## src/sv/bkcp_pkg.sv

```systemverilog
// Shared constants, types and helper functions of the curve player.
package bkcp_pkg;

	localparam int MAX_KEYS         = 64;
	localparam int MAX_BISECT_STEPS = 24;
	localparam int AW               = $clog2(MAX_KEYS);
	localparam int KW               = $clog2(MAX_KEYS + 1);
	localparam int IW               = $clog2(MAX_BISECT_STEPS + 1);
	localparam int KEY_W            = 192;
	localparam int PAW              = 5;

	localparam logic [16:0] T_ONE  = 17'd65536;
	localparam logic [16:0] T_HALF = 17'd32768;

	localparam logic [2:0] K_APPEND = 3'd0;
	localparam logic [2:0] K_TICK   = 3'd1;
	localparam logic [2:0] K_SET    = 3'd2;
	localparam logic [2:0] K_START  = 3'd3;
	localparam logic [2:0] K_STOP   = 3'd4;
	localparam logic [2:0] K_CLEAR  = 3'd5;

	localparam logic [1:0] ST_OK   = 2'd0;
	localparam logic [1:0] ST_OOR  = 2'd1;
	localparam logic [1:0] ST_FULL = 2'd2;
	localparam logic [1:0] ST_IGN  = 2'd3;

	localparam logic [2:0] R_LOOP  = 3'd0;
	localparam logic [2:0] R_START = 3'd1;
	localparam logic [2:0] R_END   = 3'd2;
	localparam logic [2:0] R_FPS   = 3'd3;
	localparam logic [2:0] R_TOL   = 3'd4;

	localparam logic [7:0]  FPS_RST = 8'd24;
	localparam logic [15:0] TOL_RST = 16'd655;

	// de Casteljau steps of one curve evaluation
	localparam logic [2:0] PH_A = 3'd0;
	localparam logic [2:0] PH_B = 3'd1;
	localparam logic [2:0] PH_C = 3'd2;
	localparam logic [2:0] PH_D = 3'd3;
	localparam logic [2:0] PH_E = 3'd4;
	localparam logic [2:0] PH_F = 3'd5;

	typedef struct packed {
		logic        loop_en;
		logic [15:0] start_frame;
		logic [15:0] end_frame;
		logic [7:0]  fps;
		logic [15:0] tol;
	} cfg_t;

	typedef struct packed {
		logic       cap_in;
		logic       do_append;
		logic       do_clear;
		logic       do_start;
		logic       do_stop;
		logic       rd_k0;
		logic       rd_k1;
		logic       rd_srch;
		logic       cap_k0;
		logic       cap_k1;
		logic       lerp_en;
		logic [2:0] ph;
		logic       use_y;
		logic       bis_upd;
		logic       t_zero;
		logic       tick_fin;
		logic       set_begin;
		logic       srch_next;
		logic       srch_fin;
		logic       st_wr;
		logic [1:0] st_code;
	} cmd_t;

	typedef struct packed {
		logic tick_ign;
		logic set_oor;
		logic full;
		logic frame_pos;
		logic in_tol;
		logic srch_end;
		logic srch_hit;
	} sts_t;

	// Limits a key index to the highest usable segment start for the current key count.
	function automatic logic [KW-1:0] clamp_key(input logic [KW-1:0] k,
		input logic [KW-1:0] kc);
		logic [KW-1:0] top;
		top = (kc >= KW'(2)) ? kc - KW'(2) : '0;
		return (k > top) ? top : k;
	endfunction

endpackage

```

## src/sv/bkcp_ctrl.sv

```systemverilog
// Controller: sequences item kinds, key reads, bisection and key search.
module bkcp_ctrl (
	input  logic           clk,
	input  logic           arst_n,
	input  logic           start,
	input  logic [2:0]     kind,
	input  bkcp_pkg::sts_t sts,
	output bkcp_pkg::cmd_t cmd,
	output logic           busy,
	output logic           done
);

	localparam int IW = bkcp_pkg::IW;

	typedef enum logic [9:0] {
		S_IDLE = 10'b0000000001,
		S_EXEC = 10'b0000000010,
		S_RD1  = 10'b0000000100,
		S_CAP  = 10'b0000001000,
		S_XBZ  = 10'b0000010000,
		S_CHK  = 10'b0000100000,
		S_YBZ  = 10'b0001000000,
		S_FIN  = 10'b0010000000,
		S_SRD  = 10'b0100000000,
		S_SCMP = 10'b1000000000
	} state_t;

	state_t        state_q, state_d;
	logic [2:0]    kind_q, ph_q, ph_d;
	logic [IW-1:0] iter_q, iter_d;
	logic          done_q, done_d;

	always_comb begin
		state_d = state_q;
		ph_d    = ph_q;
		iter_d  = iter_q;
		done_d  = 1'b0;
		cmd     = '0;
		cmd.ph  = ph_q;
		case (state_q)
			S_IDLE: begin
				if (start) begin
					cmd.cap_in = 1'b1;
					state_d    = S_EXEC;
				end
			end
			S_EXEC: begin
				state_d     = S_IDLE;
				done_d      = 1'b1;
				cmd.st_wr   = 1'b1;
				cmd.st_code = bkcp_pkg::ST_OK;
				case (kind_q)
					bkcp_pkg::K_APPEND: begin
						cmd.do_append = 1'b1;
						if (sts.full) begin
							cmd.st_code = bkcp_pkg::ST_FULL;
						end
					end
					bkcp_pkg::K_TICK: begin
						if (sts.tick_ign) begin
							cmd.st_code = bkcp_pkg::ST_IGN;
						end else begin
							cmd.st_wr = 1'b0;
							done_d    = 1'b0;
							cmd.rd_k0 = 1'b1;
							state_d   = S_RD1;
						end
					end
					bkcp_pkg::K_SET: begin
						if (sts.set_oor) begin
							cmd.st_code = bkcp_pkg::ST_OOR;
						end else begin
							cmd.st_wr     = 1'b0;
							done_d        = 1'b0;
							cmd.set_begin = 1'b1;
							state_d       = S_SRD;
						end
					end
					bkcp_pkg::K_START: cmd.do_start = 1'b1;
					bkcp_pkg::K_STOP:  cmd.do_stop  = 1'b1;
					bkcp_pkg::K_CLEAR: cmd.do_clear = 1'b1;
					default:           cmd.st_code  = bkcp_pkg::ST_OK;
				endcase
			end
			S_RD1: begin
				cmd.rd_k1  = 1'b1;
				cmd.cap_k0 = 1'b1;
				state_d    = S_CAP;
			end
			S_CAP: begin
				cmd.cap_k1 = 1'b1;
				iter_d     = '0;
				ph_d       = bkcp_pkg::PH_A;
				state_d    = S_XBZ;
			end
			S_XBZ: begin
				cmd.lerp_en = 1'b1;
				if (ph_q == bkcp_pkg::PH_F) begin
					ph_d    = bkcp_pkg::PH_A;
					state_d = S_CHK;
				end else begin
					ph_d = ph_q + 3'd1;
				end
			end
			S_CHK: begin
				if (!sts.frame_pos) begin
					cmd.t_zero = 1'b1;
					state_d    = S_YBZ;
				end else if ((iter_q == IW'(bkcp_pkg::MAX_BISECT_STEPS)) || sts.in_tol) begin
					state_d = S_YBZ;
				end else begin
					cmd.bis_upd = 1'b1;
					iter_d      = iter_q + IW'(1);
					state_d     = S_XBZ;
				end
			end
			S_YBZ: begin
				cmd.lerp_en = 1'b1;
				cmd.use_y   = 1'b1;
				if (ph_q == bkcp_pkg::PH_F) begin
					ph_d    = bkcp_pkg::PH_A;
					state_d = S_FIN;
				end else begin
					ph_d = ph_q + 3'd1;
				end
			end
			S_FIN: begin
				cmd.tick_fin = 1'b1;
				cmd.st_wr    = 1'b1;
				cmd.st_code  = bkcp_pkg::ST_OK;
				done_d       = 1'b1;
				state_d      = S_IDLE;
			end
			S_SRD: begin
				if (sts.srch_end) begin
					cmd.srch_fin = 1'b1;
					cmd.st_wr    = 1'b1;
					cmd.st_code  = bkcp_pkg::ST_OK;
					done_d       = 1'b1;
					state_d      = S_IDLE;
				end else begin
					cmd.rd_srch = 1'b1;
					state_d     = S_SCMP;
				end
			end
			S_SCMP: begin
				if (sts.srch_hit) begin
					cmd.srch_fin = 1'b1;
					cmd.st_wr    = 1'b1;
					cmd.st_code  = bkcp_pkg::ST_OK;
					done_d       = 1'b1;
					state_d      = S_IDLE;
				end else begin
					cmd.srch_next = 1'b1;
					state_d       = S_SRD;
				end
			end
			default: state_d = S_IDLE;
		endcase
	end

	always_ff @(posedge clk or negedge arst_n) begin
		if (!arst_n) begin
			state_q <= S_IDLE;
			ph_q    <= bkcp_pkg::PH_A;
			iter_q  <= '0;
			done_q  <= 1'b0;
			kind_q  <= bkcp_pkg::K_APPEND;
		end else begin
			state_q <= state_d;
			ph_q    <= ph_d;
			iter_q  <= iter_d;
			done_q  <= done_d;
			if (cmd.cap_in) begin
				kind_q <= kind;
			end
		end
	end

	assign busy = (state_q != S_IDLE);
	assign done = done_q;

endmodule

```

## config.mk

```make
export PLATFORM = sky130hd
export DESIGN_NAME = bkcp_ctrl
export DESIGN_NICKNAME = d
export VERILOG_FILES = /design/src/sv/bkcp_pkg.sv /design/src/sv/bkcp_ctrl.sv
export SDC_FILE = /design/constraint.sdc
export NUM_CORES = 1
export LEC_CHECK = 0
export BUFFER_PORTS_ARGS = -buffer_cell sky130_fd_sc_hd__buf_2
export CORE_ASPECT_RATIO = 0.7
export CORE_MARGIN = 2
export CORE_UTILIZATION = 54
export CTS_CLUSTER_SIZE = 40
export DETAILED_ROUTE_END_ITERATION = 10
export PLACE_DENSITY = 0.83
export SYNTH_ARGS = -nofsm -noshare
export SYNTH_HDL_FRONTEND = slang
export SYNTH_SLANG_ARGS = --single-unit
```

## constraint.sdc

```tcl
create_clock -name clk -period 2.85 [get_ports clk]
set_input_delay 0.57 -clock clk [delete_from_list [all_inputs] [get_ports clk]]
set_output_delay 0.57 -clock clk [all_outputs]
set_load 0.02 [all_outputs]
```

* Word-level counts from Yosys, hierarchy flattened
Cells that the tools add are included.
Operators by class: add/subtract/negate cells 2, eq/ne operators 23, reduce and logical (&&, ||, !) cells 7, mux-type cells 55
Operators by type and width (number):
- $pmux W10 S9 | 1
- $mux W10 | 5
- $mux W1 | 28
- $mux W9 | 2
- $pmux W9 S2 | 1
- $mux W5 | 3
- $pmux W3 S4 | 1
- $eq A10 B1 Y1 const B | 1
- $eq A10 B10 Y1 const B | 1
- $eq A10 B2 Y1 const B | 1
- $eq A10 B3 Y1 const B | 1
- $eq A10 B4 Y1 const B | 1
- $eq A10 B5 Y1 const B | 1
- $eq A10 B6 Y1 const B | 1
- $eq A10 B7 Y1 const B | 1
- $eq A10 B8 Y1 const B | 1
- $eq A10 B9 Y1 const B | 1
- $ne A10 B1 Y1 const B | 1
- $ne A2 B2 Y1 const B | 5
- $pmux W5 S2 | 1
- $eq A3 B3 Y1 const B | 3
- $mux W4 | 2
- $mux W7 | 1
- $eq A3 B2 Y1 const B | 2
- 15 further kinds | 21
Storage, ports and cells: bits in registers 22, word-level logic and storage cells 92, output and inout port bits 26, input port bits 13

* Logic depth before layout (Yosys ltp)
Gate-level depths: netlist (run 1).
word-level depth 5, gate-level depth with buffers 7, depth with buffers taken out 7

* Least setup slack after synthesis (run 1)
No wires, ideal clock.
path type register -> output, from reg state_q[3], to out cmd[2] (netlist name), data arrival time 1.919 ns, setup slack 0.361 ns, required time 2.280 ns, cell stages (with the launch flop) 6, path through dfrtp_1 > nor4_4 > nand3_1 > nor3b_1 > or2_2 > buf_4
RTL lines:
- start: declaration | RTL line bkcp_ctrl.sv:28 | state_t state_q, state_d;
- start signal: assignment | RTL line bkcp_ctrl.sv:170 | state_q <= state_d;
- end: declaration | RTL line bkcp_ctrl.sv:8 | output bkcp_pkg::cmd_t cmd,

==> flow_metrics.tcl, run 1 <==
set metrics [dict create \
    grt_max_degree 23 \
    port_buffers 38 \
    syn_area_per_cell_um2 10.0 \
    cp-startpoint "state_q[7]$_DFFE_PN0P_" \
    ys_seq_area_share_pct 42.4 \
    drtPass1Iterations 4 \
    grt_pass1_vias 1089 \
    totalWireLength_um 3050 \
    htreeDepth 1 \
    num_rows 14 \
    grt_pass1_wl_um 5060 \
    groute.usage.overall_pct 23.6 \
    wire_per_inst_um 15.0 \
    critPathMaxStageDelay_ps 480 \
    ys_warn_count 0 \
    drc 0 \
    io_pins 39 \
    core_um2 2210 \
    period_minus_slack_ps 2740 \
    cts.sinks 22 \
    hold_viol 0 \
    tightest_slew_ps 482 \
    critical_path_class "flip-flop to primary output" \
    p_leak_nw 0.795 \
    clock.fmax_mhz 365 \
    dieArea_um2 2820 \
    r2r_setup_slack_ps 820 \
    ys_types 40 \
    detail-route-antenna-nets 0 \
    final_cell_mix "38 x buf_2, 21 x dfrtp_1, 14 x nor2_1" \
    power_density_nw_per_um2 615 \
    cts_buffers 3 \
    synth_seq_cells 22 \
    synth_nets 145 \
    slowest_stage "dfrtp_1" \
    start_kind "flip-flop" \
    r2r_start "state_q[9]$_DFFE_PN0P_" \
    rr_worst_depth 5 \
    dp_hpwl_um 2380 \
    status "finished, final reports clean" \
    setup_viol 0 \
    cp_num_buf_inv 2 \
    arrival_ps 2170 \
    clock_latency_ps 310 \
    fin_nets 187 \
    initial_core_util_pct 59.0 \
    vias 1170 \
    placed_cells 196 \
    fin_cells 203 \
    grt_antenna_before_repair 0 \
    finalWeightedCongestion 0.864 \
    crit_family "simple AND/OR/NAND/NOR gates" \
    min_path_type "input port to async pin" \
    drv_slew 0 \
    post-route-period-util_pct 96.1 \
    drive_gt1_share_pct 36.8 \
    clockRootBuffer "clkbuf_4" \
    max-cap-violations 0 \
    setup_tns_ps 0 \
    syn_inst 130 \
    synth.cell_area_um2 1300 \
    die_height_um 45.1 \
    die_w_um 62.7 \
    skew_ps 1.84 \
    critical_path.max_fanout 6 \
    maxSlewHeadroom_pct 67.8 \
    cts_buffer_depth 2 \
    cts_tree "yes" \
    area_growth_pct 21.9 \
    final_common_cell "buf_2" \
    grt_overflow 0 \
    drt_iter0_drc 69 \
    rr_endpoint "state_q[0]$_DFFE_PN1P_" \
    num_antenna_cells 0 \
    cp-end-kind "primary output" \
    post_drt_via_cell_ratio 5.76 \
    path_cells "nor4_4, buf_4, nand2_1, a21oi_1, o21bai_1, or2_2, buf_2" \
    critPathRequiredTime_ps 2280 \
    clk_pin_slew_worst_paths_ps 120 \
    vdd_drop_max_uv 421 \
]
-- area by class of cell --
class | count | area [µm²]
Sequential cell | 22 | 552
Multi-Input combinational cell | 96 | 699
Timing Repair Buffer | 41 | 213
Clock buffer | 3 | 22.5
Fill cell | 191 | 621
Clock inverter | 1 | 30.0
Inverter | 8 | 30.0
Tap cell | 32 | 40.0
-- worst reg2reg max path: stages, from the launching register on --
cell and delay (ps):
dfrtp_1 500, nor4_1 480, and4b_1 440, nor2_2 110
nor4b_1 150, o32a_1 290
-- per-layer routing --
layer	part of all wire (%)	track usage, %	vias up	wire [µm]
met5	0	0	-	0
met4	1.8	7.56	0	55
met3	7.2	5.24	8	220
met2	47	40.2	54	1430
met1	44	30.9	553	1350
li1	-	-	555	-
-- worst max path at each step --
stage	end	depth (start not counted)
final	cmd[2]	7
after global routing	cmd[2]	7
after CTS	cmd[18]	5
after detailed placement	cmd[18]	5
after global placement	cmd[18]	5
after floorplan	cmd[2]	5
-- power breakdown --
| group | leakage, nW | internal (mW) | total, mW | switching (mW) |
|---|---|---|---|---|
| Clock | 0.0279 | 0.142 | 0.239 | 0.0964 |
| Combinational | 0.477 | 0.132 | 0.302 | 0.170 |
| Sequential | 0.290 | 0.360 | 0.435 | 0.0743 |
-- cell usage after synthesis (all sizes together) --
| cell type | instances | share of area, % |
|---|---|---|
| dfrtp | 21 | 40 |
| nor2 | 17 | 5.9 |
| inv | 8 | 2.3 |
| nand2 | 6 | 1.7 |
| nor3b | 6 | 3.5 |
| nand4b | 5 | 3.8 |
| nor3 | 5 | 1.9 |
| nor4 | 5 | 5.2 |
| a21oi | 4 | 1.5 |
| mux2 | 4 | 3.5 |
| nand3 | 4 | 1.5 |
| nand3b | 4 | 2.3 |
| o21ai | 4 | 1.5 |
| and3 | 3 | 1.4 |
| and4b | 3 | 2.3 |
| buf | 3 | 1.7 |
| nand2b | 3 | 1.4 |
| xnor2 | 3 | 2.0 |
| and2 | 2 | 0.96 |
| ha | 2 | 1.9 |
| nor4b | 2 | 1.3 |
| o41ai | 2 | 1.3 |
| or2 | 2 | 0.96 |
| a21o | 1 | 0.58 |
| a22o | 1 | 0.67 |
| clkbuf | 1 | 0.29 |
| dfstp | 1 | 2.0 |
| nand4 | 1 | 0.96 |
| nor2b | 1 | 0.48 |
| o21bai | 1 | 0.58 |
| o22ai | 1 | 0.96 |
| o31ai | 1 | 0.58 |
| o32a | 1 | 0.77 |
| or3 | 1 | 0.87 |
| xor2 | 1 | 0.67 |
-- metrics by stage --
stage / total power, mW / util [%] / worst slack, ps / hold slack, ps / area, µm²
finish: 0.975 / 71.9 / 111 / 196 / 1590
global route: 1.03 / 71.9 / -18.6 / 215 / 1590
CTS: 0.977 / 70.9 / 31.2 / 203 / 1570
detailed placement: 0.735 / 68.2 / 357 / 516 / 1510
global placement: 0.713 / 68.2 / 467 / 492 / 1510
floorplan: 0.645 / - / 361 / 274 / 1300
-- cells by family after synthesis --
family	count (synthesis)	share of synthesized area (%)
and+or+nand+nor	70	36.6
muxes	4	3.46
AOI/OAI and AO/OA	16	8.56
buffers and inverters	12	4.33
adders and majority gates	2	1.92
DFF	22	42.4
xor gates and xnor gates	4	2.69
-- sequential cells by signal, indices dropped and copies added, names as in the netlist --
name and cells:
state_q 10, kind_q 3, done 1, iter_q 5
ph_q 3
-- timing repair --
item	CTS	global route
endpoints found under the hold margin	0	0
pin swaps	1	1
buffers inserted	1	2
endpoints found under the setup margin	1	7
gates resized for setup	0	1
hold buffers	0	0
No activity file was read; power rests on OpenSTA's default activity.
==> run 2: changes to the inputs <==
PLACE_DENSITY = 0.88   (was 0.83)
==> run 2 against run 1 <==
Combinational power barely moved. Via count fell by 2.0%. Register-to-register slack got worse by 30 ps. Fmax fell by 1.0%. Hold slack got worse by 8.9 ps. Largest cell class unchanged.
==> flow_metrics.tcl, run 2 (synthesized netlist as in run 1, its figures left out) <==
set metrics [dict create \
    status "finished, final reports clean" \
    reg_top3 "state_q x10, iter_q x5" \
    power_density_nw_per_um2 581 \
    die_height_um 45.1 \
    multi_input_area_um2 697 \
    hold_viol 0 \
    vdd_drop_max_uv 453 \
    skew_ps 9.09 \
    ff_latch_area_um2 553 \
    tightest_slew_ps 479 \
    clock.fmax_mhz 361 \
    port_buffers 38 \
    dp_slack_ps 354 \
    largest_reg_flops 10 \
    detail-route-antenna-nets 0 \
    vias 1147 \
    cts_buffers 3 \
    dp_hpwl_um 2320 \
    num_antenna_cells 0 \
    clock_latency_ps 320 \
    p_leak_nw 0.785 \
    die_w_um 62.7 \
    totalWireLength_um 2970 \
    whs_ps 188 \
    grt_pass1_wl_um 5000 \
    grt_max_degree 23 \
    io_pins 39 \
    post_drt_via_cell_ratio 5.65 \
    start_kind "flip-flop" \
    area_growth_pct 20.6 \
    setup_ws_ps 82.5 \
    drt_iter0_drc 81 \
    fillers 184 \
    clk_pin_slew_worst_paths_ps 130 \
    dieArea_um2 2820 \
    clockRootBuffer "clkbuf_4" \
    min_path_type "input port to async pin" \
    final_common_cell "buf_2" \
    num_rows 14 \
    drc 0 \
    initial_core_util_pct 59.0 \
    setup_viol 0 \
    fin_nets 187 \
    rsz0062_at_grt "true" \
    grt_pass1_vias 1129 \
    htreeDepth 1 \
    groute.usage.overall_pct 22.8 \
    finalWeightedCongestion 0.871 \
    drive_gt1_share_pct 37.4 \
    grt_antenna_before_repair 0 \
    cp-end-kind "primary output" \
    wire_per_inst_um 14.6 \
    final_cell_mix "38 x buf_2, 20 x dfrtp_1, 14 x nor2_1" \
    cts_tree "yes" \
    arrival_ps 2200 \
    setup_tns_ps 0 \
    critical_path_class "flip-flop to primary output" \
    maxSlewHeadroom_pct 68.0 \
    drtPass1Iterations 5 \
    critical_path.max_fanout 6 \
    largest-register "state_q" \
    post-route-period-util_pct 97.1 \
    cts_buffer_depth 2 \
    core_um2 2210 \
    finalPower_mw 0.912 \
    critPathRequiredTime_ps 2280 \
    max-cap-violations 0 \
    holdBufCountCts 0 \
    drv_slew 0 \
    cts.sinks 22 \
    grt_overflow 0 \
    period_minus_slack_ps 2770 \
]
[run 2: through the flow]
stage / area (µm²) / util, % / instances
after floorplan: 1300 / - / 130
after global placement: 1510 / 68.2 / 196
after detailed placement: 1510 / 68.2 / 196
after CTS: 1540 / 69.8 / 200
after global routing: 1570 / 71.1 / 203
final: 1570 / 71.1 / 203
[run 2: repair_timing]
action | CTS | global route
resized for setup | 0 | 2
setup buffers | 0 | 3
pin swaps | 1 | 2
endpoints found under the setup margin | 1 | 4
[run 2: worst paths after layout]
kind                                              from                endpoint  slack, ps  cells after the start
max in group asynchronous                       arst_n  state_q[0]$_DFFE_PN1P_       2300                      1
worst min register to register     ph_q[2]$_DFFE_PN0P_     ph_q[2]$_DFFE_PN0P_        540                      1
worst min-delay path                            arst_n  state_q[4]$_DFFE_PN0P_        190                      1
min in group clk                                sts[1]  state_q[9]$_DFFE_PN0P_        430                      2
worst max-delay path            state_q[4]$_DFFE_PN0P_                 cmd[18]         80                      5
worst max register to register  state_q[4]$_DFFE_PN0P_   kind_q[1]$_DFFE_PN0P_        790                      5
[run 2: final cells by class]
class	count	area share (%)
clock buffers	4	2.31
inverters	8	1.91
multi-input cells	96	44.4
flip-flops and latches	22	35.2
well taps	32	2.55
repair buffers	41	13.6
[run 2: metal layers]
metal	global-route usage (%)	share of wire (%)
met4	6.22	0.51
met5	0	0
met2	40.6	48
met3	5.99	6.6
met1	28.4	45
[run 2: worst max-delay path, cell delays in order, from the launching register on]
cell and delay, ps:
dfrtp_2 490, nor4_4 390, nand4b_1 250, or3_4 400
nor3b_1 160, buf_2 190
[run 2: power breakdown]
group	total (mW)	leakage [nW]	switching [mW]	internal [mW]
clock network	0.176	0.0210	0.0975	0.0781
logic	0.305	0.475	0.173	0.132
registers	0.432	0.288	0.0713	0.360
total	0.912	0.785	0.342	0.570
==> run 3: changes to the inputs <==
CORE_UTILIZATION = 46   (was 54)
PLACE_DENSITY = 0.8   (was 0.88)
clock period = 2.2 ns   (was 2.85 ns; I/O delays follow)
==> run 3 against run 2 <==
The run now ends with setup timing left. Highest routed layer unchanged. Register-to-register slack got worse by 750 ps. Critical path depth did not move. Critical endpoint unchanged. Routed wire length rose by 51%.
==> flow_metrics.tcl, run 3 (synthesized netlist as in run 1, its figures left out) <==
set metrics [dict create \
    drtPass1Iterations 5 \
    dp_hpwl_um 2530 \
    largest_reg_flops 10 \
    power_density_nw_per_um2 812 \
    post_drt_via_cell_ratio 6.19 \
    cts_tree "yes" \
    num_antenna_cells 0 \
    groute.usage.overall_pct 25.2 \
    area_growth_pct 52.9 \
    die_height_um 48.5 \
    detail-route-antenna-nets 0 \
    critPathMaxStageDelay_ps 480 \
    finalPower_mw 1.62 \
    finalWeightedCongestion 0.830 \
    skew_ps 3.83 \
    cp-end-kind "primary output" \
    fin_cells 228 \
    cts.sinks 22 \
    htreeDepth 1 \
    placed_cells 210 \
    post-route-period-util_pct 108 \
    critical_path_class "flip-flop to primary output" \
    totalWireLength_um 4470 \
    violations "setup timing" \
    io_pins 39 \
    grt_max_degree 23 \
    period_minus_slack_ps 2370 \
    drt_iter0_drc 186 \
    vias 1411 \
    grt_overflow 0 \
    critical_path.max_fanout 5 \
    initial_core_util_pct 47.4 \
    setup_viol 14 \
    fin_nets 208 \
    cts_buffer_depth 2 \
    max-cap-violations 0 \
    rsz0062_at_grt "true" \
    setup_ws_ps -166 \
    slowest_stage "dfrtp_2" \
    dieArea_um2 3280 \
    clockRootBuffer "clkbuf_8" \
    arrival_ps 1930 \
    drive_gt1_share_pct 54.2 \
    final_common_cell "buf_4" \
    min_path_type "input port to async pin" \
    maxSlewHeadroom_pct 67.1 \
    reg_top3 "state_q x10, iter_q x5" \
    drc 0 \
    final_cell_mix "27 x buf_4, 23 x buf_2, 20 x dfrtp_1" \
    grt_pass1_vias 1190 \
    status "finished with violations" \
    start_kind "flip-flop" \
    clock.fmax_mhz 423 \
    tightest_slew_ps 494 \
    num_rows 16 \
    die_w_um 67.6 \
    grt_pass1_wl_um 5930 \
    hold_viol 0 \
    port_buffers 38 \
    largest-register "state_q" \
    p_leak_nw 0.990 \
    clk_pin_slew_worst_paths_ps 80 \
    drv_slew 0 \
    whs_ps 121 \
    core_um2 2740 \
    wire_per_inst_um 19.6 \
    clock_latency_ps 270 \
    cts_buffers 3 \
    critPathRequiredTime_ps 1760 \
    vdd_drop_max_uv 569 \
    grt_antenna_before_repair 0 \
    path_cells "nor4_4, nand4b_1, or3_4, nor3b_2, buf_4" \
]
## run 3: final timing paths
check                                        from                     end  slack [ps]  depth (start not counted)
setup / recovery           state_q[2]$_DFFE_PN0P_                 cmd[18]        -170                          5
max in group asynchronous                  arst_n  state_q[2]$_DFFE_PN0P_        1710                          1
min in group clk                           sts[6]  state_q[2]$_DFFE_PN0P_         390                          2
setup reg to reg           state_q[2]$_DFFE_PN0P_  state_q[0]$_DFFE_PN1P_          40                         10
hold reg to reg               ph_q[1]$_DFFE_PN0P_     ph_q[1]$_DFFE_PN0P_         520                          1
hold / removal                             arst_n  state_q[7]$_DFFE_PN0P_         120                          1
## run 3: per-layer routing
layer	up-vias	track usage (%)	wire length [µm]
li1	595	-	-
met1	691	32.5	1810
met2	106	39.4	2100
met3	19	6.51	400
met4	0	11.2	171
met5	-	0	0
## run 3: metrics by stage
stage          util (%)  instance area, µm²  setup slack [ps]  TNS (ps)
2_1_floorplan         -                1310             -42.0     -42.0
3_3_place_gp       58.2                1600               138         0
3_5_place_dp       58.2                1600              60.2         0
4_1_cts            65.9                1810              -148      -813
5_1_grt            72.5                1990              -238     -2480
6_report           72.5                1990              -166     -1280
## run 3: critical path, delay by kind of cell, from the launching register on
family	cells	cell delay [ps]
simple gates	4	1020
flops	1	480
buf+inv	1	160
## run 3: where the power goes
group	total, mW	internal, mW	switching (mW)
registers	0.587	0.467	0.120
clock network	0.382	0.243	0.139
logic	0.646	0.315	0.331
## run 3: timing repair
action,CTS,global route
setup buffers,8,6
pin swaps,7,6
resized for setup,21,35
setup endpoints to repair,14,22
hold buffers,0,0
## run 3: cell type report
type / instances / area, µm²
Inverter: 8 / 30.0
Clock inverter: 1 / 30.0
Fill cell: 170 / 753
Timing Repair Buffer: 62 / 453
Tap cell: 36 / 45.0
Multi-Input combinational cell: 96 / 837
Sequential cell: 22 / 553
Clock buffer: 3 / 41.3
